--- config.mk ---
export PLATFORM = sky130hd
export DESIGN_NAME = text_stream_line_numberer_escaper_flat
export DESIGN_NICKNAME = d
export VERILOG_FILES = /design/src/rtl/tsle_pkg.sv /design/src/rtl/tsle_in_if.sv /design/src/rtl/tsle_out_if.sv /design/src/rtl/tsle_cfg_if.sv /design/src/rtl/tsle_front.sv /design/src/rtl/tsle_fifo.sv /design/src/rtl/tsle_back.sv /design/src/rtl/text_stream_line_numberer_escaper.sv /design/src/flat_wrapper.sv
export VERILOG_INCLUDE_DIRS = /design/src /design/src/rtl
export SDC_FILE = /design/constraint.sdc
export NUM_CORES = 1
export LEC_CHECK = 0
export BUFFER_PORTS_ARGS = -buffer_cell sky130_fd_sc_hd__buf_2
export CAP_MARGIN = 25
export CORE_AREA = 2 2 141 143
export DETAILED_ROUTE_END_ITERATION = 7
export DIE_AREA = 0 0 143 145
export GPL_TIMING_DRIVEN = 0
export SLEW_MARGIN = 20
export SYNTH_ARGS = -nofsm -noshare
export SYNTH_HDL_FRONTEND = slang
export SYNTH_HIERARCHICAL = 1
export SYNTH_SLANG_ARGS = --single-unit
--- constraint.sdc ---
create_clock -name clk -period 9.78 [get_ports clk]
set_input_delay 1.956 -clock clk [delete_from_list [all_inputs] [get_ports clk]]
set_output_delay 1.956 -clock clk [all_outputs]
set_load 0.02 [all_outputs]
--- src/rtl/text_stream_line_numberer_escaper_assert.svh ---
// Assertion macros for the text stream line numberer and escaper.
`ifndef TEXT_STREAM_LINE_NUMBERER_ESCAPER_ASSERT_SVH
`define TEXT_STREAM_LINE_NUMBERER_ESCAPER_ASSERT_SVH

`ifndef SYNTHESIS

// Same-cycle implication.
`define TSLE_ASSERT_IMP(label, clk_s, rst_s, ante, cons) \
  label: assert property (@(posedge clk_s) disable iff (rst_s) (ante) |-> (cons)) \
    else $error("tsle assertion failed");

// Next-cycle implication.
`define TSLE_ASSERT_NXT(label, clk_s, rst_s, ante, cons) \
  label: assert property (@(posedge clk_s) disable iff (rst_s) (ante) |=> (cons)) \
    else $error("tsle assertion failed");

`else

`define TSLE_ASSERT_IMP(label, clk_s, rst_s, ante, cons)
`define TSLE_ASSERT_NXT(label, clk_s, rst_s, ante, cons)

`endif

`endif

--- src/rtl/tsle_pkg.sv ---
// Shared types, constants and helper functions of the line numberer / escaper.
package tsle_pkg;

  localparam int NUMBER_DIGITS = 6;
  localparam int DIGITS_W      = 4 * NUMBER_DIGITS;
  localparam int DIDX_W        = (NUMBER_DIGITS > 1) ? $clog2(NUMBER_DIGITS) : 1;

  localparam int FIFO_DEPTH = 2;
  localparam int FIFO_PTR_W = (FIFO_DEPTH > 1) ? $clog2(FIFO_DEPTH) : 1;
  localparam int FIFO_CNT_W = $clog2(FIFO_DEPTH + 1);

  localparam int CFG_IDX_W = 3;

  // register indexes
  localparam logic [CFG_IDX_W-1:0] REG_NUMBER_ALL      = 3'd0;
  localparam logic [CFG_IDX_W-1:0] REG_NUMBER_NONBLANK = 3'd1;
  localparam logic [CFG_IDX_W-1:0] REG_SQUEEZE         = 3'd2;
  localparam logic [CFG_IDX_W-1:0] REG_SHOW_ENDS       = 3'd3;
  localparam logic [CFG_IDX_W-1:0] REG_SHOW_TABS       = 3'd4;
  localparam logic [CFG_IDX_W-1:0] REG_SHOW_NONPRINT   = 3'd5;

  // character codes
  localparam logic [7:0] CH_NL     = 8'h0A;
  localparam logic [7:0] CH_TAB    = 8'h09;
  localparam logic [7:0] CH_SPACE  = 8'h20;
  localparam logic [7:0] CH_ZERO   = 8'h30;
  localparam logic [7:0] CH_DOLLAR = 8'h24;
  localparam logic [7:0] CH_CARET  = 8'h5E;
  localparam logic [7:0] CH_M      = 8'h4D;
  localparam logic [7:0] CH_DASH   = 8'h2D;
  localparam logic [7:0] CH_I      = 8'h49;
  localparam logic [7:0] CH_QMARK  = 8'h3F;
  localparam logic [7:0] CH_DEL    = 8'd127;
  localparam logic [7:0] CH_CTRL_END = 8'd32;
  localparam logic [7:0] META_LO   = 8'd128;
  localparam logic [7:0] META_HI   = 8'd160;
  localparam logic [7:0] CARET_OFS = 8'd64;

  // escape prefix kinds
  localparam logic [1:0] PRE_NONE  = 2'd0;
  localparam logic [1:0] PRE_CARET = 2'd1;
  localparam logic [1:0] PRE_META  = 2'd2;

  typedef struct packed {
    logic number_all;
    logic number_nonblank;
    logic squeeze;
    logic show_ends;
    logic show_tabs;
    logic show_nonprint;
  } cfg_t;

  // one classified input byte, as queued for the back end
  typedef struct packed {
    logic                num;
    logic [DIGITS_W-1:0] digits;
    logic                dol;
    logic [1:0]          pre;
    logic [7:0]          chr;
  } cmd_t;

  // BCD increment that sticks at all nines
  function automatic logic [DIGITS_W-1:0] bcd_inc(input logic [DIGITS_W-1:0] v);
    logic [DIGITS_W-1:0] res;
    logic                carry;
    logic                all9;
    int                  i;
    res   = v;
    carry = 1'b1;
    all9  = 1'b1;
    for (i = 0; i < NUMBER_DIGITS; i++) begin
      if (v[4*i +: 4] != 4'd9) all9 = 1'b0;
    end
    for (i = 0; i < NUMBER_DIGITS; i++) begin
      if (carry) begin
        if (v[4*i +: 4] >= 4'd9) begin
          res[4*i +: 4] = 4'd0;
        end else begin
          res[4*i +: 4] = v[4*i +: 4] + 4'd1;
          carry = 1'b0;
        end
      end
    end
    return all9 ? v : res;
  endfunction

  function automatic logic bcd_ok(input logic [DIGITS_W-1:0] v);
    logic ok;
    int   i;
    ok = 1'b1;
    for (i = 0; i < NUMBER_DIGITS; i++) begin
      if (v[4*i +: 4] > 4'd9) ok = 1'b0;
    end
    return ok;
  endfunction

endpackage

--- src/rtl/tsle_in_if.sv ---
// Input byte channel.
interface tsle_in_if;
  logic       valid;
  logic       ready;
  logic [7:0] in_byte;
  logic       start_of_file;

  modport source (output valid, in_byte, start_of_file, input ready);
  modport sink   (input valid, in_byte, start_of_file, output ready);
endinterface

--- src/rtl/tsle_out_if.sv ---
// Output byte channel.
interface tsle_out_if;
  logic       valid;
  logic       ready;
  logic [7:0] out_byte;
  logic       last_of_run;

  modport source (output valid, out_byte, last_of_run, input ready);
  modport sink   (input valid, out_byte, last_of_run, output ready);
endinterface

--- src/rtl/tsle_cfg_if.sv ---
// Configuration write channel.
interface tsle_cfg_if;
  logic                           valid;
  logic                           ready;
  logic [tsle_pkg::CFG_IDX_W-1:0] index;
  logic                           data;

  modport source (output valid, index, data, input ready);
  modport sink   (input valid, index, data, output ready);
endinterface

--- src/rtl/tsle_front.sv ---
// Front end: stream state, squeezing, numbering decision and escape classification.
module tsle_front (
  input  logic              clk,
  input  logic              rst,
  input  tsle_pkg::cfg_t    cfg_regs,
  tsle_in_if.sink           stream_in,
  input  logic              fifo_full,
  output logic              push,
  output tsle_pkg::cmd_t    push_entry
);

  logic                          prev_nl;
  logic [1:0]                    blank_run;
  logic [tsle_pkg::DIGITS_W-1:0] digits;

  logic                          prev_nl_eff;
  logic [1:0]                    blank_eff;
  logic [tsle_pkg::DIGITS_W-1:0] digits_eff;
  logic [1:0]                    blank_next;
  logic                          is_nl;
  logic                          drop;
  logic                          num;
  logic                          accept;
  logic [7:0]                    c;

  assign stream_in.ready = !fifo_full;
  assign accept          = stream_in.valid && stream_in.ready;
  assign c               = stream_in.in_byte;
  assign is_nl           = (c == tsle_pkg::CH_NL);

  // start of file restarts the stream state before this byte is handled
  assign prev_nl_eff = stream_in.start_of_file ? 1'b1 : prev_nl;
  assign blank_eff   = stream_in.start_of_file ? 2'd0 : blank_run;
  assign digits_eff  = stream_in.start_of_file ? tsle_pkg::DIGITS_W'(1) : digits;

  always_comb begin
    blank_next = blank_eff;
    if (cfg_regs.squeeze) begin
      if (is_nl && prev_nl_eff) begin
        if (blank_eff < 2'd2) blank_next = blank_eff + 2'd1;
      end else begin
        blank_next = 2'd0;
      end
    end
  end

  assign drop = (blank_next >= 2'd2);
  assign num  = prev_nl_eff &&
                (cfg_regs.number_nonblank ? !is_nl : cfg_regs.number_all);
  assign push = accept && !drop;

  always_comb begin
    push_entry.num    = num;
    push_entry.digits = digits_eff;
    push_entry.dol    = cfg_regs.show_ends && is_nl;
    push_entry.pre    = tsle_pkg::PRE_NONE;
    push_entry.chr    = c;
    priority if (cfg_regs.show_tabs && c == tsle_pkg::CH_TAB) begin
      push_entry.pre = tsle_pkg::PRE_CARET;
      push_entry.chr = tsle_pkg::CH_I;
    end else if (cfg_regs.show_nonprint && !is_nl && c != tsle_pkg::CH_TAB) begin
      priority if (c >= tsle_pkg::META_LO && c < tsle_pkg::META_HI) begin
        push_entry.pre = tsle_pkg::PRE_META;
        push_entry.chr = c - tsle_pkg::CARET_OFS;
      end else if (c < tsle_pkg::CH_CTRL_END) begin
        push_entry.pre = tsle_pkg::PRE_CARET;
        push_entry.chr = c + tsle_pkg::CARET_OFS;
      end else if (c == tsle_pkg::CH_DEL) begin
        push_entry.pre = tsle_pkg::PRE_CARET;
        push_entry.chr = tsle_pkg::CH_QMARK;
      end else begin
        push_entry.pre = tsle_pkg::PRE_NONE;
      end
    end else begin
      push_entry.pre = tsle_pkg::PRE_NONE;
    end
  end

  always_ff @(posedge clk) begin
    if (rst) begin
      prev_nl   <= 1'b1;
      blank_run <= 2'd0;
      digits    <= tsle_pkg::DIGITS_W'(1);
    end else if (accept) begin
      blank_run <= blank_next;
      prev_nl   <= drop ? prev_nl_eff : is_nl;
      digits    <= (num && !drop) ? tsle_pkg::bcd_inc(digits_eff) : digits_eff;
    end
  end

endmodule

--- src/rtl/tsle_fifo.sv ---
// Short command queue between front and back end.
module tsle_fifo (
  input  logic           clk,
  input  logic           rst,
  input  logic           push,
  input  tsle_pkg::cmd_t wdata,
  input  logic           pop,
  output logic           full,
  output logic           head_valid,
  output tsle_pkg::cmd_t head
);

  tsle_pkg::cmd_t                  mem [tsle_pkg::FIFO_DEPTH];
  logic [tsle_pkg::FIFO_PTR_W-1:0] wr_ptr;
  logic [tsle_pkg::FIFO_PTR_W-1:0] rd_ptr;
  logic [tsle_pkg::FIFO_CNT_W-1:0] count;

  assign full       = (count == tsle_pkg::FIFO_CNT_W'(tsle_pkg::FIFO_DEPTH));
  assign head_valid = (count != '0);
  assign head       = mem[rd_ptr];

  always_ff @(posedge clk) begin
    if (push) mem[wr_ptr] <= wdata;
  end

  always_ff @(posedge clk) begin
    if (rst) begin
      wr_ptr <= '0;
      rd_ptr <= '0;
      count  <= '0;
    end else begin
      if (push) begin
        wr_ptr <= (wr_ptr == tsle_pkg::FIFO_PTR_W'(tsle_pkg::FIFO_DEPTH - 1)) ?
                  '0 : wr_ptr + 1'b1;
      end
      if (pop) begin
        rd_ptr <= (rd_ptr == tsle_pkg::FIFO_PTR_W'(tsle_pkg::FIFO_DEPTH - 1)) ?
                  '0 : rd_ptr + 1'b1;
      end
      unique case ({push, pop})
        2'b10:   count <= count + 1'b1;
        2'b01:   count <= count - 1'b1;
        default: count <= count;
      endcase
    end
  end

endmodule

--- src/rtl/tsle_back.sv ---
// Back end: walks one queued command byte by byte into the output register.
module tsle_back (
  input  logic           clk,
  input  logic           rst,
  input  logic           head_valid,
  input  tsle_pkg::cmd_t head,
  output logic           pop,
  tsle_out_if.source     stream_out
);

  localparam logic [2:0] PH_NUM   = 3'd0;
  localparam logic [2:0] PH_TAB   = 3'd1;
  localparam logic [2:0] PH_DOL   = 3'd2;
  localparam logic [2:0] PH_M     = 3'd3;
  localparam logic [2:0] PH_DASH  = 3'd4;
  localparam logic [2:0] PH_CARET = 3'd5;
  localparam logic [2:0] PH_CHR   = 3'd6;

  logic                          active;
  logic [2:0]                    phase;
  logic [tsle_pkg::DIDX_W-1:0]   idx;
  logic                          out_valid;
  logic [7:0]                    out_byte;
  logic                          out_last;

  logic [2:0]                    after_dol;
  logic [2:0]                    first_ph;
  logic [2:0]                    eff_ph;
  logic [2:0]                    next_ph;
  logic [tsle_pkg::DIDX_W-1:0]   eff_idx;
  logic [3:0]                    digit;
  logic [tsle_pkg::NUMBER_DIGITS-1:0] blank;
  logic [7:0]                    sel_byte;
  logic                          is_last;
  logic                          load;

  assign stream_out.valid       = out_valid;
  assign stream_out.out_byte    = out_byte;
  assign stream_out.last_of_run = out_last;

  always_comb begin
    unique case (head.pre)
      tsle_pkg::PRE_META:  after_dol = PH_M;
      tsle_pkg::PRE_CARET: after_dol = PH_CARET;
      default:             after_dol = PH_CHR;
    endcase
  end

  assign first_ph = head.num ? PH_NUM : (head.dol ? PH_DOL : after_dol);
  assign eff_ph   = active ? phase : first_ph;
  assign eff_idx  = active ? idx : tsle_pkg::DIDX_W'(tsle_pkg::NUMBER_DIGITS - 1);
  assign digit    = head.digits[eff_idx*4 +: 4];

  // leading zeros print as spaces; the units digit always prints
  always_comb begin
    for (int i = 0; i < tsle_pkg::NUMBER_DIGITS; i++) begin
      blank[i] = (i != 0) && ((head.digits >> (4*i)) == '0);
    end
  end

  always_comb begin
    next_ph  = PH_CHR;
    sel_byte = head.chr;
    unique case (eff_ph)
      PH_NUM: begin
        sel_byte = blank[eff_idx] ? tsle_pkg::CH_SPACE : (tsle_pkg::CH_ZERO + {4'd0, digit});
        next_ph  = (eff_idx == '0) ? PH_TAB : PH_NUM;
      end
      PH_TAB: begin
        sel_byte = tsle_pkg::CH_TAB;
        next_ph  = head.dol ? PH_DOL : after_dol;
      end
      PH_DOL: begin
        sel_byte = tsle_pkg::CH_DOLLAR;
        next_ph  = after_dol;
      end
      PH_M: begin
        sel_byte = tsle_pkg::CH_M;
        next_ph  = PH_DASH;
      end
      PH_DASH: begin
        sel_byte = tsle_pkg::CH_DASH;
        next_ph  = PH_CARET;
      end
      PH_CARET: begin
        sel_byte = tsle_pkg::CH_CARET;
        next_ph  = PH_CHR;
      end
      default: begin
        sel_byte = head.chr;
        next_ph  = PH_CHR;
      end
    endcase
  end

  assign is_last = (eff_ph == PH_CHR);
  assign load    = head_valid && (!out_valid || stream_out.ready);
  assign pop     = load && is_last;

  always_ff @(posedge clk) begin
    if (load) begin
      out_byte <= sel_byte;
      out_last <= is_last;
      idx      <= (eff_ph == PH_NUM) ? eff_idx - 1'b1 : eff_idx;
      phase    <= next_ph;
    end
  end

  always_ff @(posedge clk) begin
    if (rst) begin
      out_valid <= 1'b0;
      active    <= 1'b0;
    end else begin
      if (load) begin
        out_valid <= 1'b1;
        active    <= !is_last;
      end else if (stream_out.ready) begin
        out_valid <= 1'b0;
      end
    end
  end

endmodule

--- src/rtl/text_stream_line_numberer_escaper.sv ---
// Top level of the text stream line numberer and escaper.
//
//  channel     | dir | handshake     | payload
//  ------------+-----+---------------+--------------------------------
//  stream_in   | in  | valid / ready | in_byte[7:0], start_of_file
//  stream_out  | out | valid / ready | out_byte[7:0], last_of_run
//  cfg         | in  | valid / ready | index[2:0], data (ready always 1)
//
// One output byte per cycle from a single output register while commands
// are queued and stream_out is ready. An input byte yields 1 ..
// NUMBER_DIGITS+5 bytes; squeezed bytes are not queued. The two-entry
// command queue lets the front end take bytes while the back end emits a
// number prefix. Synchronous reset clears stream state, registers, queue.
`include "text_stream_line_numberer_escaper_assert.svh"

module text_stream_line_numberer_escaper (
  input  logic        clk,
  input  logic        rst,
  tsle_in_if.sink     stream_in,
  tsle_out_if.source  stream_out,
  tsle_cfg_if.sink    cfg
);

  tsle_pkg::cfg_t cfg_regs;
  logic           push;
  tsle_pkg::cmd_t push_entry;
  logic           pop;
  logic           fifo_full;
  logic           head_valid;
  tsle_pkg::cmd_t head;

  assign cfg.ready = 1'b1;

  always_ff @(posedge clk) begin
    if (rst) begin
      cfg_regs <= '0;
    end else if (cfg.valid) begin
      unique case (cfg.index)
        tsle_pkg::REG_NUMBER_ALL:      cfg_regs.number_all      <= cfg.data;
        tsle_pkg::REG_NUMBER_NONBLANK: cfg_regs.number_nonblank <= cfg.data;
        tsle_pkg::REG_SQUEEZE:         cfg_regs.squeeze         <= cfg.data;
        tsle_pkg::REG_SHOW_ENDS:       cfg_regs.show_ends       <= cfg.data;
        tsle_pkg::REG_SHOW_TABS:       cfg_regs.show_tabs       <= cfg.data;
        tsle_pkg::REG_SHOW_NONPRINT:   cfg_regs.show_nonprint   <= cfg.data;
        default:                       cfg_regs                 <= cfg_regs;
      endcase
    end
  end

  tsle_front u_front (
    .clk        (clk),
    .rst        (rst),
    .cfg_regs   (cfg_regs),
    .stream_in  (stream_in),
    .fifo_full  (fifo_full),
    .push       (push),
    .push_entry (push_entry)
  );

  tsle_fifo u_fifo (
    .clk        (clk),
    .rst        (rst),
    .push       (push),
    .wdata      (push_entry),
    .pop        (pop),
    .full       (fifo_full),
    .head_valid (head_valid),
    .head       (head)
  );

  tsle_back u_back (
    .clk        (clk),
    .rst        (rst),
    .head_valid (head_valid),
    .head       (head),
    .pop        (pop),
    .stream_out (stream_out)
  );

  `TSLE_ASSERT_IMP(a_push_not_full, clk, rst, push, !fifo_full)
  `TSLE_ASSERT_NXT(a_pop_marks_last, clk, rst, pop, stream_out.valid && stream_out.last_of_run)
  `TSLE_ASSERT_IMP(a_digits_bcd, clk, rst, push, tsle_pkg::bcd_ok(push_entry.digits))

endmodule
--- src/flat_wrapper.sv ---
// flat-port wrapper written by rule: the top's interface ports become plain ports
module text_stream_line_numberer_escaper_flat 
  (clk, rst, stream_in_valid, stream_in_in_byte, stream_in_start_of_file, stream_in_ready, stream_out_valid, stream_out_out_byte, stream_out_last_of_run, stream_out_ready, cfg_valid, cfg_index, cfg_data, cfg_ready);
  tsle_in_if stream_in_i ();
  tsle_out_if stream_out_i ();
  tsle_cfg_if cfg_i ();
  input  logic clk;
  input  logic rst;
  input wire logic [$bits(stream_in_i.valid)-1:0] stream_in_valid;
  input wire logic [$bits(stream_in_i.in_byte)-1:0] stream_in_in_byte;
  input wire logic [$bits(stream_in_i.start_of_file)-1:0] stream_in_start_of_file;
  output wire logic [$bits(stream_in_i.ready)-1:0] stream_in_ready;
  output wire logic [$bits(stream_out_i.valid)-1:0] stream_out_valid;
  output wire logic [$bits(stream_out_i.out_byte)-1:0] stream_out_out_byte;
  output wire logic [$bits(stream_out_i.last_of_run)-1:0] stream_out_last_of_run;
  input wire logic [$bits(stream_out_i.ready)-1:0] stream_out_ready;
  input wire logic [$bits(cfg_i.valid)-1:0] cfg_valid;
  input wire logic [$bits(cfg_i.index)-1:0] cfg_index;
  input wire logic [$bits(cfg_i.data)-1:0] cfg_data;
  output wire logic [$bits(cfg_i.ready)-1:0] cfg_ready;
  assign stream_in_i.valid = stream_in_valid;
  assign stream_in_i.in_byte = stream_in_in_byte;
  assign stream_in_i.start_of_file = stream_in_start_of_file;
  assign stream_in_ready = stream_in_i.ready;
  assign stream_out_valid = stream_out_i.valid;
  assign stream_out_out_byte = stream_out_i.out_byte;
  assign stream_out_last_of_run = stream_out_i.last_of_run;
  assign stream_out_i.ready = stream_out_ready;
  assign cfg_i.valid = cfg_valid;
  assign cfg_i.index = cfg_index;
  assign cfg_i.data = cfg_data;
  assign cfg_ready = cfg_i.ready;
  text_stream_line_numberer_escaper u_core (.clk(clk), .rst(rst), .stream_in(stream_in_i), .stream_out(stream_out_i), .cfg(cfg_i));
endmodule
==> flow_summary_export.csv <==
group,metric,value,unit
setup_path,crit_arrival,5.50,ns
sta,setup_tns,0,ns
sta,relSlewSlack,40.7,%
clock_network,clock-sinks,127,
clock_network,postCtsSetupBuffers,0,
clock_network,cts.clk_slew.worst_paths,0.05,ns
route,via_count,4846,
route,avgViaCountPerCell,5.28,
synthesis,yosys-top-cells-count,"edfxtp_1, nor2_1, dfxtp_1",
pwr,ir_drop,0.118,mV
run_status,status,"finished, final reports clean",
synthesis,yosys.area.top_type,"edfxtp_1",
floorplan,core_area,19200,µm²
clock_network,ctsLongestPathBuffers,2,
setup_path,critPathRequiredTime,10.05,ns
setup_path,end_kind,"register",
floorplan,die_h,145,µm
grt,grt_util_all_layers,15.4,%
cells_and_area,finalNetCount,686,
floorplan,die_w,143,µm
sta,fin_crit_sh,53.5,%
sta,finalHoldViolCount,0,
synthesis,synth_area_leaders,"edfxtp_1, dfxtp_1, mux2_2, ha_1, nor2_1",
synthesis,synth.most_common_cell,"edfxtp_1",
pwr,power.density,232,nW/µm²
clock_network,htree_levels,4,
sta,finalSetupViolCount,0,
floorplan,row_count,51,
grt,grt_start_max_net_pins,25,
pwr,p_seq_share,39.4,%
synthesis,synth_top_area_share,39.2,%
floorplan,start_util,34.7,%
sta,fmax,191,MHz
synthesis,synth_cells,592,
grt,grt_pass1_wl,24800,µm
synthesis,synthDistinctLibCells,76,
sta,worst_slew_pin_slew,0.885,ns
hold_path,hp-class,"reg2reg",
route,drc,0,
pwr,power_frac_comb,26.4,%
clock_network,cts_buffers,17,
run,drv_cap,0,
cells_and_area,drive_gt1_share,19.9,%
cells_and_area,area_delta_synth_final,16.7,%
route,first_pass_iters,5,
clock_network,cts_tree,"yes",
clock_network,root_buffer,"clkbuf_16",
synthesis,synth_fp_nets,637,
pwr,swShare,29.5,%
floorplan,dieArea,20700,µm²
route,first_iter_violations,577,
setup_path,start_kind,"input pin",
sta,slew_viol_final,0,
synthesis,ys_seq_area_share,51.3,%
route,finalWirelength,15100,µm
route,post_drt_wl_per_cell,16.5,µm
synthesis,synth_area,6660,µm²
cells_and_area,diodes,0,
sta,post-route-min-period,5.24,ns
setup_path,crit_fanout,10,
grt,grt_overflow_total,0,
placement,post_dp_cell_area,7190,µm²
sta,rsz0062_at_grt,"false",
grt,grt_pass1_vias,4774,
route,met2_length,7020,µm
synthesis,yosys_warnings,6,
route,wl_met1,6920,µm
grt,antenna_found_initial,0,
route,ant_nets,0,
synthesis,syn_area_per_cell,11.2,µm²
pwr,p_sw,532,µW
synthesis,synth-seq-cells,127,
cells_and_area,final_core_util,40.5,%
clock_network,ctsHoldBuffers,0,
placement,numPortBuffers,28,
placement,place_congestion,0.929,
pwr,p_clk_share,34.2,%
clock_network,cts.repair.resized,0,
floorplan,ios,30,
synthesis,async_reset_ff_share,0,%
cells_and_area,post-route-cell-area,7770,µm²
clock_network,clk_latency,0.42,ns
sta,finalClockSkew,0.00606,ns
synthesis,synth_ff_type,"edfxtp_1",
route,met3_length,765,µm
pwr,internal-power,1.27,mW
placement,dpl.hpwl,11000,µm
pwr,cellLeakagePower,2.80,nW
synthesis,synth_edf_count,87,
setup_path,critPathKind,"in2reg",
route,top_layer_used,"met4",
==> layout by cell type, fill, tap and decap left out, types with 5 or more instances in the layout <==
cell type	netlist	layout
clkbuf_1	15	17
clkbuf_16	0	17
buf_2	6	34
a21o_1	6	6
edfxtp_1	87	87
or4_1	6	6
nand3b_1	5	5
nor3_1	6	6
a32o_1	5	5
xnor2_1	5	5
inv_1	28	28
o21ai_0	24	24
dfxtp_1	40	40
nand2_1	29	29
mux2_2	36	36
nor4_1	8	8
and3_1	5	5
nor2b_1	20	20
ha_1	27	27
o211ai_1	5	5
mux2i_1	12	12
buf_4	5	5
nand3_1	16	16
a21oi_1	29	29
nand2b_1	22	22
nor2_1	44	43
nand4_1	7	7
==> metal layers <==
layer | vias to the layer above | global-route usage (%)
li1 | 2308 | -
met1 | 2334 | 20.2
met2 | 169 | 23.9
met3 | 35 | 3.50
met4 | 0 | 7.38
met5 | - | 0
==> power groups by stage <==
stage          Clock, mW  Combinational (mW)  Sequential (mW)
6_report           0.617               0.476            0.711
4_1_cts            0.630               0.478            0.712
3_3_place_gp           0               0.458            0.722
2_1_floorplan          0               0.321            0.745
3_5_place_dp           0               0.476            0.721
5_1_grt            0.654               0.526            0.719
==> per-stage QoR <==
| stage | setup slack, ns | std cells | total power, mW | hold WS (ns) |
|---|---|---|---|---|
| after floorplan | 4.64 | 592 | 1.07 | 0.444 |
| after global placement | 3.55 | 885 | 1.18 | 0.465 |
| after detailed placement | 4.14 | 887 | 1.20 | 0.476 |
| after CTS | 4.57 | 918 | 1.82 | 0.486 |
| after global routing | 4.36 | 918 | 1.90 | 0.515 |
| final | 4.54 | 918 | 1.80 | 0.480 |
==> critical path, cell delays in order <==
cell and delay (ns):
buf_2 0.11, buf_4 0.18, clkbuf_1 0.30, buf_1 0.37, nor2b_1 0.51, ha_1 0.30
nor4bb_1 0.30, nand4_1 0.14, or4_1 0.48, buf_2 0.20, and2_4 0.17, buf_2 0.20
a31oi_1 0.21, a211oi_1 0.07
==> state kept, by name, summed over array words and instances, names as in the netlist, 2 cells and up, named ones only <==
register	count
u_core/u_fifo/mem	72
u_core/u_front/digits	24
u_core/u_back/stream_out.out_byte	8
u_core/cfg_regs	6
u_core/u_back/idx	3
u_core/u_back/phase	3
u_core/u_fifo/count	2
u_core/u_front/blank_run	2
==> worst paths after layout <==
kind / cells after the start / to / slack [ns] / from
min reg2reg: 2 / u_core/u_front/digits[17]$_SDFFE_PP0P_ / 0.48 / u_core/u_front/digits[17]$_SDFFE_PP0P_
max: 14 / u_core/u_front/digits[4]$_SDFFE_PP0P_ / 4.54 / stream_in_start_of_file
max reg2reg: 11 / u_core/u_fifo/count[1]$_SDFFE_PP0P_ / 6.44 / register
min: 2 / u_core/u_front/digits[17]$_SDFFE_PP0P_ / 0.48 / u_core/u_front/digits[17]$_SDFFE_PP0P_
==> final cells by class <==
| cell class | count | area, µm² |
|---|---|---|
| well taps | 265 | 332 |
| clock inverters | 12 | 145 |
| repair buffers | 30 | 195 |
| plain buffers | 31 | 173 |
| fillers | 1794 | 11400 |
| multi-input cells | 406 | 2980 |
| flip-flops and latches | 127 | 3410 |
| clock buffers | 19 | 433 |
| inverters | 28 | 105 |
==> kinds of logic (layout without fill, tap and decap cells) <==
group | after synthesis | after routing | synth area share [%]
adders and majority gates | 27 | 27 | 5.07
DFF | 127 | 127 | 51.3
xor gates and xnor gates | 8 | 8 | 1.05
AOI/OAI and AO/OA | 120 | 120 | 12.6
buffers and inverters | 59 | 120 | 4.17
muxes | 50 | 50 | 8.57
other | 1 | 1 | 0.0563
and+or+nand+nor | 200 | 200 | 17.2
Note: power is estimated with default switching activity, not from simulation.
